`src/rtl/core/sorted_key_run_group_counter_top_assert.svh`:
```
// assertion macros used by the emitter in the core
// every macro expects clk and arst_n in scope
`ifndef SORTED_KEY_RUN_GROUP_COUNTER_TOP_ASSERT_SVH
`define SORTED_KEY_RUN_GROUP_COUNTER_TOP_ASSERT_SVH

// condition must never hold
`define SKRGC_ASSERT_NEVER(lbl, cond, msg) \
	lbl: assert property (@(posedge clk) disable iff (!arst_n) !(cond)) else $error(msg);

// consequent holds in the same cycle
`define SKRGC_ASSERT_IMPL(lbl, ante, cons, msg) \
	lbl: assert property (@(posedge clk) disable iff (!arst_n) (ante) |-> (cons)) else $error(msg);

// consequent holds in the next cycle
`define SKRGC_ASSERT_NEXT(lbl, ante, cons, msg) \
	lbl: assert property (@(posedge clk) disable iff (!arst_n) (ante) |=> (cons)) else $error(msg);

`endif

```
`src/rtl/core/skrgc_pkg.sv`:
```
`timescale 1ns / 1ps
`default_nettype none

package skrgc_pkg;

	localparam int KEY_FIELDS = 4;
	localparam int GROUP_SLOTS = 8;
	localparam int KEY_W = 32;
	localparam int GROUP_W = 3;
	localparam int CNT_W = 20;
	localparam int NUM_W = 20;
	localparam int COV_W = 3;
	localparam int GCNT_W = 4;
	localparam int CFG_IDX_W = 1;
	localparam int CFG_DATA_W = 4;

	localparam int DEF_MAX_KEYS = 4;
	localparam int DEF_MAX_GROUPS = 8;

	localparam logic [CNT_W-1:0] CNT_MAX = {CNT_W{1'b1}};

	localparam logic [COV_W-1:0] COV_RESET = 3'd4;
	localparam logic [GCNT_W-1:0] GCNT_RESET = 4'd2;

	localparam logic [CFG_IDX_W-1:0] CFG_IDX_COV = 1'd0;
	localparam logic [CFG_IDX_W-1:0] CFG_IDX_GRP = 1'd1;

	localparam logic OP_RECORD = 1'b0;
	localparam logic OP_FLUSH = 1'b1;

	// input request: keys, group, padding
	localparam int S_DATA_W = ((KEY_FIELDS * KEY_W + GROUP_W + 7) / 8) * 8;
	// result: number, keys, group, count, padding
	localparam int M_PAYLOAD_W = NUM_W + KEY_FIELDS * KEY_W + GROUP_W + CNT_W;
	localparam int M_DATA_W = ((M_PAYLOAD_W + 7) / 8) * 8;

	// control broadcast to the group count lanes
	typedef struct packed {
		logic record;
		logic close;
		logic [GROUP_W-1:0] grp;
		logic [GCNT_W-1:0] ng;
	} cnt_ctl_t;

endpackage

`default_nettype wire

```
`src/rtl/core/skrgc_key_lane.sv`:
```
`timescale 1ns / 1ps
`default_nettype none

// one word of the stored key and its comparator
module skrgc_key_lane #(
	parameter int LANE = 0
) (
	input  wire logic clk,
	input  wire logic load,
	input  wire logic [skrgc_pkg::KEY_W-1:0] key,
	input  wire logic [skrgc_pkg::COV_W-1:0] nk,
	output logic [skrgc_pkg::KEY_W-1:0] prev,
	output logic differs
);

	logic [skrgc_pkg::KEY_W-1:0] prev_q;

	always_ff @(posedge clk) begin
		if (load) begin
			prev_q <= key;
		end
	end

	assign prev = prev_q;
	assign differs = (skrgc_pkg::COV_W'(LANE) < nk) && (key != prev_q);

endmodule

`default_nettype wire

```
`src/rtl/core/skrgc_count_lane.sv`:
```
`timescale 1ns / 1ps
`default_nettype none

// member counter of one group, with a snapshot for the emitter
module skrgc_count_lane #(
	parameter int LANE = 0
) (
	input  wire logic clk,
	input  wire logic arst_n,
	input  wire skrgc_pkg::cnt_ctl_t ctl,
	output logic [skrgc_pkg::CNT_W-1:0] snap
);

	logic [skrgc_pkg::CNT_W-1:0] count_q;
	logic [skrgc_pkg::CNT_W-1:0] snap_q;
	logic hit;

	assign hit = ctl.record && (ctl.grp == skrgc_pkg::GROUP_W'(LANE))
		&& (skrgc_pkg::GCNT_W'(LANE) < ctl.ng);

	always_ff @(posedge clk or negedge arst_n) begin
		if (!arst_n) begin
			count_q <= '0;
		end else if (ctl.close) begin
			count_q <= hit ? skrgc_pkg::CNT_W'(1) : '0;
		end else if (hit && (count_q != skrgc_pkg::CNT_MAX)) begin
			count_q <= count_q + skrgc_pkg::CNT_W'(1);
		end
	end

	always_ff @(posedge clk) begin
		if (ctl.close) begin
			snap_q <= count_q;
		end
	end

	assign snap = snap_q;

endmodule

`default_nettype wire

```
`src/rtl/core/skrgc_emit.sv`:
```
`timescale 1ns / 1ps
`default_nettype none

`include "sorted_key_run_group_counter_top_assert.svh"

// walks the closed stratum, one group result per cycle while m_tready stays high
module skrgc_emit #(
	parameter int KEY_LANES = skrgc_pkg::DEF_MAX_KEYS,
	parameter int GROUP_LANES = skrgc_pkg::DEF_MAX_GROUPS
) (
	input  wire logic clk,
	input  wire logic arst_n,
	input  wire logic start,
	input  wire logic [skrgc_pkg::KEY_W-1:0] start_keys [KEY_LANES],
	input  wire logic [skrgc_pkg::NUM_W-1:0] start_num,
	input  wire logic [skrgc_pkg::GCNT_W-1:0] start_ng,
	input  wire logic [skrgc_pkg::CNT_W-1:0] counts [GROUP_LANES],
	output logic busy,
	output logic m_tvalid,
	input  wire logic m_tready,
	// number, key 0..3, group, count, zero pad
	output logic [skrgc_pkg::M_DATA_W-1:0] m_tdata,
	output logic m_tlast
);

	localparam int IDX_W = $clog2(GROUP_LANES);

	logic active_q;
	logic [IDX_W-1:0] idx_q;
	logic [skrgc_pkg::GCNT_W-1:0] ng_q;
	logic [skrgc_pkg::NUM_W-1:0] num_q;
	logic [skrgc_pkg::KEY_W-1:0] key_q [KEY_LANES];

	logic out_valid_q;
	logic out_last_q;
	logic [skrgc_pkg::GROUP_W-1:0] out_grp_q;
	logic [skrgc_pkg::CNT_W-1:0] out_cnt_q;
	logic [skrgc_pkg::NUM_W-1:0] out_num_q;
	logic [skrgc_pkg::KEY_W-1:0] out_key_q [skrgc_pkg::KEY_FIELDS];

	logic advance;
	logic is_last;
	logic [skrgc_pkg::KEY_W-1:0] key_word [skrgc_pkg::KEY_FIELDS];

	assign advance = active_q && (!out_valid_q || m_tready);
	assign is_last = (skrgc_pkg::GCNT_W'(idx_q) + skrgc_pkg::GCNT_W'(1)) == ng_q;

	always_ff @(posedge clk or negedge arst_n) begin
		if (!arst_n) begin
			active_q <= 1'b0;
			idx_q <= '0;
			out_valid_q <= 1'b0;
			out_last_q <= 1'b0;
		end else begin
			if (start) begin
				active_q <= 1'b1;
				idx_q <= '0;
			end else if (advance) begin
				if (is_last) begin
					active_q <= 1'b0;
				end
				idx_q <= idx_q + IDX_W'(1);
			end
			if (advance) begin
				out_valid_q <= 1'b1;
				out_last_q <= is_last;
			end else if (m_tready) begin
				out_valid_q <= 1'b0;
			end
		end
	end

	always_ff @(posedge clk) begin
		if (start) begin
			ng_q <= start_ng;
			num_q <= start_num;
			key_q <= start_keys;
		end
		if (advance) begin
			out_grp_q <= skrgc_pkg::GROUP_W'(idx_q);
			out_cnt_q <= counts[idx_q];
			out_num_q <= num_q;
			out_key_q <= key_word;
		end
	end

	// key of the stratum is fixed while it is walked; words with no lane read zero
	for (genvar k = 0; k < skrgc_pkg::KEY_FIELDS; k++) begin : g_key
		if (k < KEY_LANES) begin : g_lane
			assign key_word[k] = key_q[k];
		end else begin : g_zero
			assign key_word[k] = '0;
		end
	end

	assign busy = active_q;
	assign m_tvalid = out_valid_q;
	assign m_tlast = out_last_q;
	assign m_tdata = skrgc_pkg::M_DATA_W'({out_cnt_q, out_grp_q, out_key_q[3], out_key_q[2],
		out_key_q[1], out_key_q[0], out_num_q});

	`SKRGC_ASSERT_NEVER(a_no_restart, start && active_q, "stratum closed while emitting")
	`SKRGC_ASSERT_IMPL(a_idx_range, active_q, skrgc_pkg::GCNT_W'(idx_q) < ng_q, "index past end")
	`SKRGC_ASSERT_NEXT(a_progress, active_q && !out_valid_q, out_valid_q, "emitter stalled")
	`SKRGC_ASSERT_NEXT(a_last_done, advance && is_last, !active_q, "walk went on after last")

endmodule

`default_nettype wire

```
`src/rtl/core/sorted_key_run_group_counter_top.sv`:
```
// a record closing a stratum, or a flush of an open one, sets emitter active_q, then out_valid_q
// throughput: one request per cycle while the key repeats
// a closed stratum holds s_tready low while the emitter walks
// the group counts, one result per cycle when m_tready stays high
// reset: arst_n clears stratum state, counts and the stratum number; config goes to 4 keys, 2 groups
`timescale 1ns / 1ps
`default_nettype none

module sorted_key_run_group_counter_top #(
	parameter int MAX_KEYS = skrgc_pkg::DEF_MAX_KEYS,
	parameter int MAX_GROUPS = skrgc_pkg::DEF_MAX_GROUPS
) (
	input  wire logic clk,
	input  wire logic arst_n,
	input  wire logic cfg_we,
	input  wire logic [skrgc_pkg::CFG_IDX_W-1:0] cfg_index,
	input  wire logic [skrgc_pkg::CFG_DATA_W-1:0] cfg_wdata,
	input  wire logic s_tvalid,
	output logic s_tready,
	// key_0, key_1, key_2, key_3, group, zero pad
	input  wire logic [skrgc_pkg::S_DATA_W-1:0] s_tdata,
	// op
	input  wire logic s_tuser,
	output logic m_tvalid,
	input  wire logic m_tready,
	// stratum_number, out_key_0..out_key_3, group_out, member_count, zero pad
	output logic [skrgc_pkg::M_DATA_W-1:0] m_tdata,
	output logic m_tlast
);

	// only as many key words and groups as can ever be in effect get a lane
	localparam int KEY_LANES = (MAX_KEYS < skrgc_pkg::KEY_FIELDS) ? MAX_KEYS
		: skrgc_pkg::KEY_FIELDS;
	localparam int GROUP_LANES = (MAX_GROUPS < skrgc_pkg::GROUP_SLOTS) ? MAX_GROUPS
		: skrgc_pkg::GROUP_SLOTS;

	// config registers
	logic [skrgc_pkg::COV_W-1:0] cov_q;
	logic [skrgc_pkg::GCNT_W-1:0] gcnt_q;

	// stratum state
	logic open_q;
	logic [skrgc_pkg::NUM_W-1:0] stratum_q;

	logic [skrgc_pkg::COV_W-1:0] nk;
	logic [skrgc_pkg::GCNT_W-1:0] ng;
	logic accept;
	logic record;
	logic flush;
	logic differs;
	logic close;
	logic load_key;
	logic busy;
	logic [skrgc_pkg::GROUP_W-1:0] grp;
	logic [KEY_LANES-1:0] lane_differs;
	logic [skrgc_pkg::KEY_W-1:0] lane_prev [KEY_LANES];
	logic [skrgc_pkg::KEY_W-1:0] masked_key [KEY_LANES];
	logic [skrgc_pkg::CNT_W-1:0] snap_counts [GROUP_LANES];
	skrgc_pkg::cnt_ctl_t cnt_ctl;

	always_ff @(posedge clk or negedge arst_n) begin
		if (!arst_n) begin
			cov_q <= skrgc_pkg::COV_RESET;
			gcnt_q <= skrgc_pkg::GCNT_RESET;
		end else if (cfg_we) begin
			unique case (cfg_index)
				skrgc_pkg::CFG_IDX_COV: cov_q <= cfg_wdata[skrgc_pkg::COV_W-1:0];
				skrgc_pkg::CFG_IDX_GRP: gcnt_q <= cfg_wdata;
				default: ;
			endcase
		end
	end

	// effective key words and groups: zero acts as one, clamp to the lanes built
	always_comb begin
		priority if (cov_q == '0) begin
			nk = skrgc_pkg::COV_W'(1);
		end else if (cov_q > skrgc_pkg::COV_W'(KEY_LANES)) begin
			nk = skrgc_pkg::COV_W'(KEY_LANES);
		end else begin
			nk = cov_q;
		end
		priority if (gcnt_q == '0) begin
			ng = skrgc_pkg::GCNT_W'(1);
		end else if (gcnt_q > skrgc_pkg::GCNT_W'(GROUP_LANES)) begin
			ng = skrgc_pkg::GCNT_W'(GROUP_LANES);
		end else begin
			ng = gcnt_q;
		end
	end

	// one request at a time is held off only while a closed stratum is emitted
	assign s_tready = !busy;
	assign accept = s_tvalid && s_tready;
	assign record = accept && (s_tuser == skrgc_pkg::OP_RECORD);
	assign flush = accept && (s_tuser == skrgc_pkg::OP_FLUSH);
	assign grp = s_tdata[skrgc_pkg::KEY_FIELDS*skrgc_pkg::KEY_W +: skrgc_pkg::GROUP_W];

	// key compare lanes, merged by an or of their mismatch flags
	for (genvar k = 0; k < KEY_LANES; k++) begin : g_key
		skrgc_key_lane #(
			.LANE(k)
		) u_key (
			.clk(clk),
			.load(load_key),
			.key(s_tdata[k*skrgc_pkg::KEY_W +: skrgc_pkg::KEY_W]),
			.nk(nk),
			.prev(lane_prev[k]),
			.differs(lane_differs[k])
		);
		// words beyond the compared ones report as zero
		assign masked_key[k] = (skrgc_pkg::COV_W'(k) < nk) ? lane_prev[k] : '0;
	end

	assign differs = |lane_differs;

	// a new key or a flush ends the open stratum; a new key also starts the next one
	assign close = open_q && (flush || (record && differs));
	assign load_key = record && (!open_q || differs);

	always_ff @(posedge clk or negedge arst_n) begin
		if (!arst_n) begin
			open_q <= 1'b0;
			stratum_q <= '0;
		end else begin
			if (load_key) begin
				open_q <= 1'b1;
			end else if (close) begin
				open_q <= 1'b0;
			end
			if (close) begin
				stratum_q <= stratum_q + skrgc_pkg::NUM_W'(1);
			end
		end
	end

	// group count lanes: snapshot on close, then restart with the opening record
	assign cnt_ctl.record = record;
	assign cnt_ctl.close = close;
	assign cnt_ctl.grp = grp;
	assign cnt_ctl.ng = ng;

	for (genvar g = 0; g < GROUP_LANES; g++) begin : g_cnt
		skrgc_count_lane #(
			.LANE(g)
		) u_cnt (
			.clk(clk),
			.arst_n(arst_n),
			.ctl(cnt_ctl),
			.snap(snap_counts[g])
		);
	end

	skrgc_emit #(
		.KEY_LANES(KEY_LANES),
		.GROUP_LANES(GROUP_LANES)
	) u_emit (
		.clk(clk),
		.arst_n(arst_n),
		.start(close),
		.start_keys(masked_key),
		.start_num(stratum_q),
		.start_ng(ng),
		.counts(snap_counts),
		.busy(busy),
		.m_tvalid(m_tvalid),
		.m_tready(m_tready),
		.m_tdata(m_tdata),
		.m_tlast(m_tlast)
	);

endmodule

`default_nettype wire
```
`config.mk`:
```
export PLATFORM = sky130hd
export DESIGN_NAME = sorted_key_run_group_counter_top
export DESIGN_NICKNAME = d
export VERILOG_FILES = /design/src/rtl/core/skrgc_pkg.sv /design/src/rtl/core/skrgc_key_lane.sv /design/src/rtl/core/skrgc_count_lane.sv /design/src/rtl/core/skrgc_emit.sv /design/src/rtl/core/sorted_key_run_group_counter_top.sv
export VERILOG_INCLUDE_DIRS = /design/src /design/src/rtl/core
export SDC_FILE = /design/constraint.sdc
export NUM_CORES = 1
export LEC_CHECK = 0
export BUFFER_PORTS_ARGS = -buffer_cell sky130_fd_sc_hd__buf_4
export CAP_MARGIN = 0
export CORE_UTILIZATION = 40
export DETAILED_ROUTE_END_ITERATION = 10
export PLACE_DENSITY = 0.64
export SETUP_SLACK_MARGIN = 0.02
export SLEW_MARGIN = 5
export SYNTH_ARGS = -nofsm -noshare
export SYNTH_HDL_FRONTEND = slang
export SYNTH_SLANG_ARGS = --single-unit
```
`constraint.sdc`:
```
create_clock -name clk -period 12.3 [get_ports clk]
set_clock_uncertainty 0.15 [all_clocks]
set_input_delay 1.23 -clock clk [delete_from_list [all_inputs] [get_ports clk]]
set_output_delay 1.23 -clock clk [all_outputs]
set_load 0.02 [all_outputs]
```
==> reports/metrics.yaml <==
slowest_stage: "dfstp_2"
grt_pass1_wl_mm: 105
grt_usage: 0.174
cts_setup_buffers: 0
place_inst: 3297
syn_inst: 2012
post-route-min-period_ns: 5.78
p_comb_frac: 0.161
yosys.area.top_type: "edfxtp_1"
clkTransAtPathRegs_ns: 0.06
antenna_found_initial: 4
seqCellArea_um2: 23200
crit_type: "flip-flop to flip-flop"
cts_sinks: 805
crit_chain: "nor2_2 -> buf_4 -> a21oi_1 -> nor4_4 -> buf_4 -> or2_1 -> buf_4 -> inv_8 -> buf_12 -> buf_4"
yosysUniqueCellTypes: 65
cp_top_family: "buffers and inverters"
internal-power_uw: 5320
switching_share: 0.268
required_ns: 12.41
max_cap_viol_count: 0
end_kind: "flip-flop"
seq_area_frac_synth: 0.737
hpwl_mm: 47.2
grt_max_degree: 210
fp.coreArea_um2: 77700
cp_num_buf_inv: 6
cts_resized: 0
ir_drop_mv: 0.150
gp_congestion: 0.803
clockRootBuffer: "clkbuf_16"
cp.arrival_ns: 5.88
drive_above_1_share: 0.225
ios: 326
fmax_ghz: 0.173
finalHoldViolations: 0
cts_max_level: 3
period_share: 0.470
finalSetupViolCount: 0
leakage_uw: 0.0142
yosysWarnings: 0
insertion_delay_ns: 0.64
drt-initial-drc-count: 1374
ant_nets: 0
die_height_um: 283
fin_nets: 2502
grt.overflow.total: 0
synth_edf_count: 611
stdcell_count: 3459
multi_input_area_um2: 7860
layout_commonest_cell: "edfxtp_1"
port_buffers: 315
grt_pass1_vias: 17466
cts_buffers: 86
fillerInstances: 6543
rsz0062_at_grt: "no"
ys.flop_type: "edfxtp_1"
relSlewSlack: 0.204
die_area_um2: 79800
avgSynthCellArea_um2: 15.6
routed_via_density: 4.99
syn_to_final_growth_pct: 20.1
max_stage_delay_ns: 1.04
slew_violations: 0
cp-start-kind: "flip-flop"
wire_per_inst_um: 20.1
drc: 0
cpMostUsedCell: "buf_4"
hold_class: "flip-flop to flip-flop"
synth_area_leaders: "edfxtp_1 58%, dfrtp_1 15%, xnor2_1 5.3%"
clock_power_share: 0.357
cts_buffer_depth: 3
status: "finished, final reports clean"
cts_tree: "done"
wirelength_mm: 69.5
netlist_area_um2: 31500
fin_util: 0.487
ys_ff_latch: 805
power_density_nw_per_um2: 192
synthArstFlopShare: 0.241
num_rows: 102
final_cell_mix: "611 x edfxtp_1, 330 x buf_4, 202 x nor2_1"
synth_top_area_frac: 0.583
dr.pass1.iters: 7
power.share.sequential: 0.482
setup-tns-final_ns: 0
dieWidth_um: 283
path_max_fanout: 209
holdBufCountCts: 0
worst_pin_slew_ns: 1.19
netSwitchingPower_uw: 1950
initial_core_util: 0.405
routed-via-count: 17258
path summary, 6_finish.rpt:
| check | start | endpoint | slack, ns | depth (start not counted) |
|---|---|---|---|---|
| setup reg to reg | cov_q[2]$_DFFE_PN1P_ | g_cnt[6].u_cnt.snap[8]$_DFFE_PN_ | 6.52 | 10 |
| hold reg to reg | u_emit.key_q[56]$_SDFFCE_PN0N_ | u_emit.m_tdata[108]$_DFFE_PP_ | 0.23 | 0 |
| setup / recovery | cov_q[2]$_DFFE_PN1P_ | g_cnt[6].u_cnt.snap[8]$_DFFE_PN_ | 6.52 | 10 |
| min in group asynchronous | arst_n | g_cnt[7].u_cnt.count_q[2]$_DFFE_PN0P_ | 0.57 | 1 |
| hold / removal | u_emit.key_q[56]$_SDFFCE_PN0N_ | u_emit.m_tdata[108]$_DFFE_PP_ | 0.23 | 0 |
| max in group asynchronous | arst_n | stratum_q[1]$_DFFE_PN0N_ | 10.20 | 2 |
power by group through the flow:
| stage | combinational (µW) | sequential [µW] | clock [µW] |
|---|---|---|---|
| after global routing | 1260 | 3530 | 2770 |
| after CTS | 1190 | 3510 | 2670 |
| after floorplan | 521 | 3720 | 0 |
| after detailed placement | 1190 | 3560 | 0 |
| after global placement | 1170 | 3550 | 0 |
| final | 1170 | 3500 | 2600 |
per-layer routing:
metal  up-vias  routed length, µm  GRT usage  part of all wire
met5         -                 21          0           0.00030
met4         4               1840     0.0608             0.027
met3       116               5900     0.0457             0.085
met2       551              32300      0.277              0.47
met1      8617              29400      0.231              0.42
li1       7970                  -          -                 -
layout make-up:
class | count | share of cell area
sequential | 805 | 0.614
multi-input combinational | 1101 | 0.208
timing repair buffer | 332 | 0.0664
clock buffer | 114 | 0.0616
tap | 1040 | 0.0344
clock inverter | 47 | 0.0137
inverter | 19 | 0.00228
antenna | 1 | 0.0000662
cell usage after synthesis, types with 2 or more instances:
| cell type | count |
|---|---|
| nand3b_1 | 2 |
| nor2_1 | 203 |
| nor4_1 | 25 |
| xnor2_1 | 191 |
| o31ai_1 | 2 |
| mux2i_1 | 10 |
| and2_1 | 46 |
| dfrtp_1 | 192 |
| edfxtp_1 | 611 |
| dfstp_2 | 2 |
| nand3_1 | 61 |
| nor2b_1 | 71 |
| and3_1 | 21 |
| inv_1 | 18 |
| or2_2 | 2 |
| clkbuf_1 | 62 |
| buf_2 | 20 |
| nand4_1 | 79 |
| xor2_1 | 107 |
| o311a_1 | 2 |
| ha_1 | 10 |
| or3_1 | 2 |
| nand4b_1 | 2 |
| o31a_1 | 2 |
| buf_1 | 4 |
| mux4_2 | 40 |
| a21oi_1 | 14 |
| and2b_1 | 2 |
| o21ai_0 | 6 |
| nand2_1 | 84 |
| mux2_2 | 27 |
| and4_1 | 18 |
| nor3_1 | 30 |
| buf_4 | 5 |
| nor4b_1 | 5 |
| nand2b_1 | 4 |
| nor3b_1 | 2 |
per-stage QoR:
| stage | hold slack [ns] | setup slack, ns | instance area [µm²] | total power (µW) |
|---|---|---|---|---|
| 6_report | 0.228 | 6.52 | 37800 | 7270 |
| 5_1_grt | 0.236 | 6.11 | 37800 | 7560 |
| 4_1_cts | 0.236 | 6.39 | 37800 | 7370 |
| 3_5_place_dp | 0.255 | 6.06 | 35000 | 4740 |
| 3_3_place_gp | 0.251 | 6.13 | 35000 | 4720 |
| 2_1_floorplan | 0.250 | 0.904 | 31500 | 4240 |
flip-flops by register name, indices dropped and copies added (netlist names), 20 cells and up:
name                 count
g_cnt.u_cnt.snap       160
u_emit.key_q           128
u_emit.out_num_q        20
u_emit.out_cnt_q        20
g_cnt.u_cnt.count_q    160
u_emit.num_q            20
u_emit.m_tdata         128
stratum_q               20
g_key.u_key.prev       128
logic make-up after synthesis:
logic type,synth area share
compound gates,0.00950
xor+xnor,0.0829
other cells,0.000119
buf+inv,0.0145
mux,0.0419
flops,0.737
fa+ha+maj,0.00397
simple gates,0.110
(Power assumes the default switching activity.)
